## src/sv/efg_pkg.sv

```systemverilog
// ----------------------------------------------------------------------------
// Event flag group package
// Shared constants, types, the control store and the wait condition test.
// ----------------------------------------------------------------------------
`default_nettype none

package efg_pkg;

    // Sizes of the flag word and the waiter list.
    localparam int MAX_WAITERS = 16;
    localparam int FLAG_WIDTH  = 32;
    localparam int TASK_W      = 4;
    localparam int IDX_W       = (MAX_WAITERS > 1) ? $clog2(MAX_WAITERS) : 1;
    localparam int CNT_W       = $clog2(MAX_WAITERS + 1);
    localparam int STEP_W      = 3;

    // Command codes.
    localparam logic [1:0] CMD_INIT  = 2'd0;
    localparam logic [1:0] CMD_CLEAR = 2'd1;
    localparam logic [1:0] CMD_SET   = 2'd2;
    localparam logic [1:0] CMD_WAIT  = 2'd3;

    // Result kinds.
    localparam logic [2:0] KIND_ACK     = 3'd0;
    localparam logic [2:0] KIND_SAT     = 3'd1;
    localparam logic [2:0] KIND_FAIL    = 3'd2;
    localparam logic [2:0] KIND_PENDING = 3'd3;
    localparam logic [2:0] KIND_WOKEN   = 3'd4;

    // Step addresses of the control store. The command handlers sit in
    // command order so that a dispatch adds the command to the init step.
    localparam logic [STEP_W-1:0] S_IDLE  = 3'd0;
    localparam logic [STEP_W-1:0] S_DEC   = 3'd1;
    localparam logic [STEP_W-1:0] S_INIT  = 3'd2;
    localparam logic [STEP_W-1:0] S_CLEAR = 3'd3;
    localparam logic [STEP_W-1:0] S_SET   = 3'd4;
    localparam logic [STEP_W-1:0] S_WAIT  = 3'd5;
    localparam logic [STEP_W-1:0] S_SCAN  = 3'd6;
    localparam logic [STEP_W-1:0] S_ACK   = 3'd7;

    // One entry of the waiter list.
    typedef struct packed {
        logic [TASK_W-1:0]     task_id;
        logic [FLAG_WIDTH-1:0] mask;
        logic                  all_mode;
    } waiter_t;

    // Control word fields.
    typedef enum logic [1:0] {
        EMIT_NONE,
        EMIT_ACK,
        EMIT_WAIT,
        EMIT_WAKE
    } emit_t;

    typedef enum logic [1:0] {
        FLAG_KEEP,
        FLAG_ZERO,
        FLAG_CLEAR,
        FLAG_SET
    } flag_op_t;

    typedef enum logic [2:0] {
        LIST_NONE,
        LIST_INIT,
        LIST_START,
        LIST_STEP,
        LIST_APPEND
    } list_op_t;

    typedef enum logic [1:0] {
        JUMP_NEXT,
        JUMP_ACCEPT,
        JUMP_CMD,
        JUMP_SCAN
    } jump_t;

    typedef struct packed {
        emit_t             emit;
        flag_op_t          flag_op;
        list_op_t          list_op;
        jump_t             jump;
        logic [STEP_W-1:0] target;
    } uword_t;

    // Control store: one control word per step.
    function automatic uword_t ucode_rom(input logic [STEP_W-1:0] step);
        uword_t w;
        case (step)
            S_IDLE:  w = '{EMIT_NONE, FLAG_KEEP,  LIST_NONE,   JUMP_ACCEPT, S_DEC};
            S_DEC:   w = '{EMIT_NONE, FLAG_KEEP,  LIST_NONE,   JUMP_CMD,    S_INIT};
            S_INIT:  w = '{EMIT_ACK,  FLAG_ZERO,  LIST_INIT,   JUMP_NEXT,   S_IDLE};
            S_CLEAR: w = '{EMIT_NONE, FLAG_CLEAR, LIST_NONE,   JUMP_NEXT,   S_ACK};
            S_SET:   w = '{EMIT_NONE, FLAG_SET,   LIST_START,  JUMP_NEXT,   S_SCAN};
            S_WAIT:  w = '{EMIT_WAIT, FLAG_KEEP,  LIST_APPEND, JUMP_NEXT,   S_IDLE};
            S_SCAN:  w = '{EMIT_WAKE, FLAG_KEEP,  LIST_STEP,   JUMP_SCAN,   S_ACK};
            S_ACK:   w = '{EMIT_ACK,  FLAG_KEEP,  LIST_NONE,   JUMP_NEXT,   S_IDLE};
            default: w = '{EMIT_NONE, FLAG_KEEP,  LIST_NONE,   JUMP_NEXT,   S_IDLE};
        endcase
        return w;
    endfunction

    // ALL holds when every mask bit is set; ANY when at least one is set.
    function automatic logic cond_holds(input logic [FLAG_WIDTH-1:0] flags,
                                        input logic [FLAG_WIDTH-1:0] mask,
                                        input logic                  all_mode);
        logic r;
        if (all_mode)
            r = ((flags & mask) == mask);
        else
            r = ((flags & mask) != '0);
        return r;
    endfunction

endpackage

`default_nettype wire

```

## src/sv/efg_waiter_list.sv

```systemverilog
// ----------------------------------------------------------------------------
// Event flag group waiter list
// Storage for the waiting tasks: one write port, one registered read port.
// ----------------------------------------------------------------------------
`default_nettype none

module efg_waiter_list (
    input  wire logic                          clk,
    input  wire logic                          wr_en,
    input  wire logic [efg_pkg::IDX_W-1:0]     wr_addr,
    input  wire efg_pkg::waiter_t              wr_data,
    input  wire logic                          rd_en,
    input  wire logic [efg_pkg::IDX_W-1:0]     rd_addr,
    output efg_pkg::waiter_t                   rd_data
);

    efg_pkg::waiter_t mem [efg_pkg::MAX_WAITERS];
    efg_pkg::waiter_t rd_data_reg;

    // Write port.
    always_ff @(posedge clk)
    begin
        if (wr_en)
        begin
            mem[wr_addr] <= wr_data;
        end
    end

    // Read port; the data holds while no read is issued.
    always_ff @(posedge clk)
    begin
        if (rd_en)
        begin
            rd_data_reg <= mem[rd_addr];
        end
    end

    assign rd_data = rd_data_reg;

endmodule

`default_nettype wire

```

## src/sv/event_flag_group_unit.sv

```systemverilog
// ----------------------------------------------------------------------------
// Event flag group unit
// A 32-bit event flag word with an ordered list of waiting tasks.
// ----------------------------------------------------------------------------
// Commands are taken one at a time. Init, clear and wait produce one beat; a
// set ORs in its bits, then checks every waiter in arrival order at one
// waiter per cycle while no woken beat waits on a stalled output, producing
// a woken beat for each waiter whose condition holds and closing with an
// acknowledge beat. A step that emits a beat waits while the output is
// stalled. The input channel stalls while a command is in progress; the
// output beat sits in its own register, so a new command can start while
// the last beat is held.
`default_nettype none

module event_flag_group_unit (
    input  wire logic                            clk,
    input  wire logic                            rst_n,
    // Command channel.
    input  wire logic                            in_valid,
    output logic                                 in_stall,
    input  wire logic [1:0]                      command,
    input  wire logic [efg_pkg::FLAG_WIDTH-1:0]  bits,
    input  wire logic                            match_all,
    input  wire logic                            may_block,
    input  wire logic [efg_pkg::TASK_W-1:0]      task_number,
    input  wire logic                            caller_can_wait,
    // Result channel.
    output logic                                 out_valid,
    input  wire logic                            out_stall,
    output logic [2:0]                           kind,
    output logic [efg_pkg::TASK_W-1:0]           woken_task,
    output logic [efg_pkg::FLAG_WIDTH-1:0]       flag_word,
    output logic                                 reschedule,
    output logic                                 last_result
);

    // Sequencer and datapath registers.
    logic [efg_pkg::STEP_W-1:0]     step_reg,  step_next;
    logic [efg_pkg::FLAG_WIDTH-1:0] flags_reg, flags_next;
    logic [efg_pkg::CNT_W-1:0]      count_reg, count_next;
    logic [efg_pkg::CNT_W-1:0]      idx_reg,   idx_next;
    logic [efg_pkg::CNT_W-1:0]      kept_reg,  kept_next;
    logic                           awoke_reg, awoke_next;

    // Latched command.
    logic [1:0]                     cmd_reg;
    logic [efg_pkg::FLAG_WIDTH-1:0] bits_reg;
    logic                           all_reg;
    logic                           block_reg;
    logic [efg_pkg::TASK_W-1:0]     task_reg;
    logic                           can_wait_reg;

    // Output register.
    logic                           out_valid_reg, out_valid_next;
    logic [2:0]                     kind_reg;
    logic [efg_pkg::TASK_W-1:0]     task_out_reg;
    logic [efg_pkg::FLAG_WIDTH-1:0] flag_out_reg;
    logic                           resched_reg;
    logic                           last_reg;

    // Control and memory signals.
    efg_pkg::uword_t                uw;
    efg_pkg::waiter_t               rd_data;
    efg_pkg::waiter_t               wr_data;
    logic                           wr_en;
    logic [efg_pkg::IDX_W-1:0]      wr_addr;
    logic                           rd_en;
    logic [efg_pkg::IDX_W-1:0]      rd_addr;
    logic                           accept;
    logic                           out_free;
    logic                           scan_done;
    logic                           hit;
    logic                           need_out;
    logic                           fire;
    logic [2:0]                     wait_kind;
    logic [2:0]                     emit_kind;
    logic [efg_pkg::TASK_W-1:0]     emit_task;
    logic [efg_pkg::CNT_W-1:0]      idx_inc;

    efg_waiter_list u_list (
        .clk     (clk),
        .wr_en   (wr_en),
        .wr_addr (wr_addr),
        .wr_data (wr_data),
        .rd_en   (rd_en),
        .rd_addr (rd_addr),
        .rd_data (rd_data)
    );

    // Fetch the control word and derive the step conditions.
    always_comb
    begin
        uw        = efg_pkg::ucode_rom(step_reg);
        accept    = in_valid && (step_reg == efg_pkg::S_IDLE);
        out_free  = !out_valid_reg || !out_stall;
        scan_done = (idx_reg == count_reg);
        hit       = efg_pkg::cond_holds(flags_reg, rd_data.mask, rd_data.all_mode);
        idx_inc   = idx_reg + efg_pkg::CNT_W'(1);
    end

    // Decide the outcome of a wait command.
    always_comb
    begin
        if (!can_wait_reg)
            wait_kind = efg_pkg::KIND_SAT;
        else if (efg_pkg::cond_holds(flags_reg, bits_reg, all_reg))
            wait_kind = efg_pkg::KIND_SAT;
        else if (!block_reg)
            wait_kind = efg_pkg::KIND_FAIL;
        else if (count_reg == efg_pkg::CNT_W'(efg_pkg::MAX_WAITERS))
            wait_kind = efg_pkg::KIND_FAIL;
        else
            wait_kind = efg_pkg::KIND_PENDING;
    end

    // Beat to emit this step; a step that emits waits for a free output slot.
    always_comb
    begin
        case (uw.emit)
            efg_pkg::EMIT_NONE: need_out = 1'b0;
            efg_pkg::EMIT_WAKE: need_out = !scan_done && hit;
            default:            need_out = 1'b1;
        endcase
        fire = !need_out || out_free;

        case (uw.emit)
            efg_pkg::EMIT_WAIT:
            begin
                emit_kind = wait_kind;
                emit_task = (wait_kind == efg_pkg::KIND_PENDING) ? task_reg : '0;
            end
            efg_pkg::EMIT_WAKE:
            begin
                emit_kind = efg_pkg::KIND_WOKEN;
                emit_task = rd_data.task_id;
            end
            default:
            begin
                emit_kind = efg_pkg::KIND_ACK;
                emit_task = '0;
            end
        endcase
    end

    // Flag word update.
    always_comb
    begin
        case (uw.flag_op)
            efg_pkg::FLAG_ZERO:  flags_next = '0;
            efg_pkg::FLAG_CLEAR: flags_next = flags_reg & ~bits_reg;
            efg_pkg::FLAG_SET:   flags_next = flags_reg | bits_reg;
            default:             flags_next = flags_reg;
        endcase
    end

    // Waiter list control: scan, compaction and append.
    always_comb
    begin
        count_next = count_reg;
        idx_next   = idx_reg;
        kept_next  = kept_reg;
        awoke_next = accept ? 1'b0 : awoke_reg;
        wr_en      = 1'b0;
        wr_addr    = kept_reg[efg_pkg::IDX_W-1:0];
        wr_data    = rd_data;
        rd_en      = 1'b0;
        rd_addr    = '0;
        case (uw.list_op)
            efg_pkg::LIST_INIT:
            begin
                count_next = '0;
            end
            efg_pkg::LIST_START:
            begin
                idx_next  = '0;
                kept_next = '0;
                rd_en     = 1'b1;
            end
            efg_pkg::LIST_STEP:
            begin
                if (scan_done)
                begin
                    count_next = kept_reg;
                end
                else if (fire)
                begin
                    idx_next = idx_inc;
                    rd_en    = 1'b1;
                    rd_addr  = idx_inc[efg_pkg::IDX_W-1:0];
                    if (hit)
                    begin
                        awoke_next = 1'b1;
                    end
                    else
                    begin
                        wr_en     = 1'b1;
                        kept_next = kept_reg + efg_pkg::CNT_W'(1);
                    end
                end
            end
            efg_pkg::LIST_APPEND:
            begin
                if (fire && (wait_kind == efg_pkg::KIND_PENDING))
                begin
                    wr_en      = 1'b1;
                    wr_addr    = count_reg[efg_pkg::IDX_W-1:0];
                    wr_data    = '{task_reg, bits_reg, all_reg};
                    count_next = count_reg + efg_pkg::CNT_W'(1);
                end
            end
            default:
            begin
                count_next = count_reg;
            end
        endcase
    end

    // Step counter with conditional jumps.
    always_comb
    begin
        step_next = step_reg;
        if (fire)
        begin
            case (uw.jump)
                efg_pkg::JUMP_NEXT:   step_next = uw.target;
                efg_pkg::JUMP_ACCEPT: step_next = accept ? uw.target : step_reg;
                efg_pkg::JUMP_CMD:
                    step_next = uw.target + efg_pkg::STEP_W'(cmd_reg);
                efg_pkg::JUMP_SCAN:   step_next = scan_done ? uw.target : step_reg;
                default:              step_next = efg_pkg::S_IDLE;
            endcase
        end
    end

    // Output valid: set on a new beat, dropped once the beat is taken.
    always_comb
    begin
        if (fire && need_out)
            out_valid_next = 1'b1;
        else if (!out_stall)
            out_valid_next = 1'b0;
        else
            out_valid_next = out_valid_reg;
    end

    // Control state.
    always_ff @(posedge clk or negedge rst_n)
    begin
        if (!rst_n)
        begin
            step_reg      <= efg_pkg::S_IDLE;
            flags_reg     <= '0;
            count_reg     <= '0;
            idx_reg       <= '0;
            kept_reg      <= '0;
            awoke_reg     <= 1'b0;
            out_valid_reg <= 1'b0;
        end
        else
        begin
            step_reg      <= step_next;
            flags_reg     <= flags_next;
            count_reg     <= count_next;
            idx_reg       <= idx_next;
            kept_reg      <= kept_next;
            awoke_reg     <= awoke_next;
            out_valid_reg <= out_valid_next;
        end
    end

    // Command and result payload.
    always_ff @(posedge clk)
    begin
        if (accept)
        begin
            cmd_reg      <= command;
            bits_reg     <= bits;
            all_reg      <= match_all;
            block_reg    <= may_block;
            task_reg     <= task_number;
            can_wait_reg <= caller_can_wait;
        end
        if (fire && need_out)
        begin
            kind_reg     <= emit_kind;
            task_out_reg <= emit_task;
            flag_out_reg <= flags_next;
            resched_reg  <= (uw.emit == efg_pkg::EMIT_ACK) && awoke_reg;
            last_reg     <= (uw.emit != efg_pkg::EMIT_WAKE);
        end
    end

    assign in_stall    = (step_reg != efg_pkg::S_IDLE);
    assign out_valid   = out_valid_reg;
    assign kind        = kind_reg;
    assign woken_task  = task_out_reg;
    assign flag_word   = flag_out_reg;
    assign reschedule  = resched_reg;
    assign last_result = last_reg;

`ifndef SYNTHESIS
    // The list never holds more waiters than it has room for.
    assert property (@(posedge clk) disable iff (!rst_n)
        count_reg <= efg_pkg::CNT_W'(efg_pkg::MAX_WAITERS))
        else $error("waiter count exceeds the list size");

    // Compaction never writes ahead of the read position.
    assert property (@(posedge clk) disable iff (!rst_n)
        (step_reg == efg_pkg::S_SCAN) |-> (kept_reg <= idx_reg && idx_reg <= count_reg))
        else $error("scan indexes out of order");

    // A woken beat is never the final beat and never asks for a reschedule.
    assert property (@(posedge clk) disable iff (!rst_n)
        (out_valid && kind == efg_pkg::KIND_WOKEN) |-> (!last_result && !reschedule))
        else $error("woken beat marked final or rescheduling");

    // An accepted command moves on to the dispatch step in the next cycle.
    assert property (@(posedge clk) disable iff (!rst_n)
        (in_valid && !in_stall) |=> (step_reg == efg_pkg::S_DEC))
        else $error("accepted command did not enter dispatch");
`endif

endmodule

`default_nettype wire

```

## config.mk

```make
export PLATFORM = sky130hd
export DESIGN_NAME = event_flag_group_unit
export DESIGN_NICKNAME = d
export VERILOG_FILES = /design/src/sv/efg_pkg.sv /design/src/sv/efg_waiter_list.sv /design/src/sv/event_flag_group_unit.sv
export SDC_FILE = /design/constraint.sdc
export NUM_CORES = 1
export LEC_CHECK = 0
export BUFFER_PORTS_ARGS = -buffer_cell sky130_fd_sc_hd__buf_2
export CORE_AREA = 2 2 237 239
export CTS_BUF_LIST = sky130_fd_sc_hd__clkbuf_2 sky130_fd_sc_hd__clkbuf_4 sky130_fd_sc_hd__clkbuf_8
export CTS_CLUSTER_SIZE = 12
export DETAILED_ROUTE_END_ITERATION = 10
export DIE_AREA = 0 0 239 241
export PLACE_DENSITY = 0.71
export REMOVE_ABC_BUFFERS = 1
export SETUP_SLACK_MARGIN = 0.02
export SKIP_LAST_GASP = 1
export SYNTH_ARGS = -nofsm -noshare
export SYNTH_HDL_FRONTEND = slang
export SYNTH_HIERARCHICAL = 1
export SYNTH_SLANG_ARGS = --single-unit
```

## constraint.sdc

```tcl
create_clock -name clk -period 8.1 [get_ports clk]
set_input_delay 0.405 -clock clk [delete_from_list [all_inputs] [get_ports clk]]
set_output_delay 0.405 -clock clk [all_outputs]
set_load 0.01 [all_outputs]
```

==> qor.txt <==
Nets = 1782
synth unique cells = 66
worst skew pair latency = 710 ps
wire length of the first global-routing pass = 107000 um
EDFF count, synth = 711
LEAKAGE = 11.2 nW
Gate Count Post-Synth = 1521
Fill cells = 3845
commonest cells after routing, fill and taps aside = edfxtp_1 (711), mux4_2 (148), clkbuf_8 (122), a22oi_1 (101), buf_2 (87)
PwrDens = 320 nW/um^2
vias in the first global route = 16000
final worst-path cycle share = 0.709
HP Class = input port to flip-flop
chip height = 241 um
total global-route track usage = 0.260
# H-tree levels = 3
gr ovfl total = 0
Fmax = 174 MHz
Worst Setup End Kind = flip-flop
Clk network pwr share = 0.290
WS Path Type = flip-flop to flip-flop
TritonCTS clock tree = built
worst hold slack = 67.9 ps
Cell Chain, Critical Path = nor2b_1 -> a2111oi_0 -> nand4_1 -> o41ai_1 -> nor4_2 -> o21ai_4 -> buf_4 -> mux2i_1 -> nand2b_1 -> nor2_4
Comb power frac = 0.219
die width = 239 um
slowest cell on the critical path = nor2_4
status = completed
max_slew headroom = 0.0593
DRT Pass-1 Iters = 5
Area growth syn-to-layout = 13.6%
dominant synthesized flop cell = edfxtp_1
initial drt markers = 2014
Max Slew Vio Count = 0
Slowest Stage Delay on Critical Path = 1060 ps
GPL Wtd Cong = 0.933
sequential element share of the synthesized area = 0.754
WL final = 73300 um
multi-input combinational cell area = 7010 sq um
Synth Register Bits = 763
Synth async-reset ratio = 0.0682
largest net degree at the start of global routing = 149
Reg area = 22700 sq um
CP arrival = 6040 ps
Sw Pwr = 3.37 mW
Largest register FFs = 592
register share of total power = 0.491
Remaining DRCs = 0
Mapped Area = 30000 sq um
TritonCTS Buffers = 117
final hold vios = 0
maxcap violations = 0
data required time of the worst path = 8400 ps
commonest non-fill, non-tap cell in the layout = edfxtp_1
Core ar. = 54900 sq um
Pint = 7.55 mW
clk sink count = 763
Total Neg Setup Slack = 0 ps
Crit Path Max Fanout = 42
DR WL/cell = 29.0 um
worst-case clock buffer depth = 3
post-CTS sizing = 0
clk slew on worst S/H paths = 70 ps
Ys Warns = 6
Via-to-Cell Ratio = 6.38
Power, Total = 10.9 mW
Initial Util = 0.547
share of cells above drive strength 1 = 0.281
die area = 57600 sq um
HPWL after DPL = 46500 um
Sw Ratio = 0.309
Final setup viols = 0
clk root buf = clkbuf_8
worst clock skew = 27.9 ps
Syn Area/Cell = 19.7 sq um
Least-Margin Pin Slew = 1400 ps
boundary pin count = 88
DR vias = 16100
CP Launch Type = flip-flop
initial antenna violation count = 3
peak supply drop = 183 uV
Final ANT Viol Nets = 0
Core Rows = 86
fin crit period = 5740 ps
RSZ-0062 raised after global routing = false
number of buffers added on ports = 87
## worst paths after layout
path	slack, ps	depth (start not counted)	endpoint	from
min in group asynchronous	350	3	flags_reg[29]	rst_n
worst min-delay path	70	3	out_valid	out_stall
worst max-delay path	2360	10	u_list/mem[2][28]	bits_reg[20]
max in group asynchronous	7190	3	idx_reg[0]	rst_n
worst max register to register	2360	10	u_list/mem[2][28]	bits_reg[20]
worst min register to register	510	1	idx_reg[4]	idx_reg[4]
## critical path, delay by kind of cell, from the launching register on
family	cells	cell delay [ps]
AND/OR/NAND/NOR	5	2050
multiplexers	1	710
flip-flops	1	440
AO/OA/AOI/OAI	3	1490
buffers and inverters	1	560
## power by group through the flow
stage | Sequential (mW) | Clock (mW) | Combinational, mW
global placement | 5.42 | 0 | 2.32
finish | 5.36 | 3.16 | 2.40
detailed placement | 5.42 | 0 | 2.36
CTS | 5.35 | 3.21 | 2.39
floorplan | 5.35 | 0 | 1.53
global route | 5.39 | 3.38 | 2.58
## repair_timing
item                      in CTS  in global routing
hold buffers                  42                  0
hold endpoints to repair      93                  0
buffers inserted               0                  0
## layer usage
layer  track usage  part of all wire  up-vias
met5             0                 0        -
met4        0.0890             0.026        0
li1              -                 -     6747
met1         0.402              0.43     8371
met3        0.0774              0.12      108
met2         0.354              0.43      917
## cell families after synthesis
group,Yosys count,synth area share
XOR/XNOR,7,0.00204
multiplexers,199,0.130
adder cells (fa/ha/maj),10,0.00442
buffers and inverters,113,0.0179
flip-flops,763,0.754
AO/OA/AOI/OAI,250,0.0621
AND/OR/NAND/NOR,179,0.0297
## metrics by stage
step	setup slack, ps	util	cell area (sq um)	instances
after floorplan	-6040	-	29700	1456
after global placement	2590	0.571	31400	2270
after detailed placement	2460	0.571	31400	2270
after CTS	2410	0.621	34100	2528
after global routing	2050	0.621	34100	2528
final	2360	0.622	34100	2530
## cell usage after synthesis, types with 4 or more instances
library cell    n  share of area
mux2i_1        13         0.0043
o21ai_0        38         0.0063
a2111oi_0       8         0.0023
buf_4           7         0.0017
clkbuf_1       26         0.0032
buf_2           4        0.00067
mux4_2        148           0.11
o22ai_1        10         0.0021
a221oi_1        5         0.0015
nand3_1         9         0.0015
edfxtp_1      711           0.71
a22oi_1       101          0.025
nor2b_1        32         0.0067
dfrtp_1        52          0.043
a21oi_1        15         0.0025
nor2_1         26         0.0032
a22o_1         43          0.013
buf_6          11         0.0041
nand2_1        64         0.0080
xor2_1          6         0.0017
nor3_1         13         0.0022
inv_1          48         0.0060
ha_1            9         0.0037
mux2_2         35          0.013
nand2b_1        6         0.0013
nand4_1         9         0.0019
buf_1          17         0.0021
## layout make-up
cell class | instances | share of cell area
Antenna cell | 2 | 0.000147
Timing Repair Buffer | 152 | 0.0309
Multi-Input combinational cell | 645 | 0.206
Clock inverter | 62 | 0.0119
Sequential cell | 763 | 0.664
Inverter | 48 | 0.00528
Tap cell | 704 | 0.0258
Clock buffer | 154 | 0.0563
No activity file was read; power rests on OpenSTA's default activity.
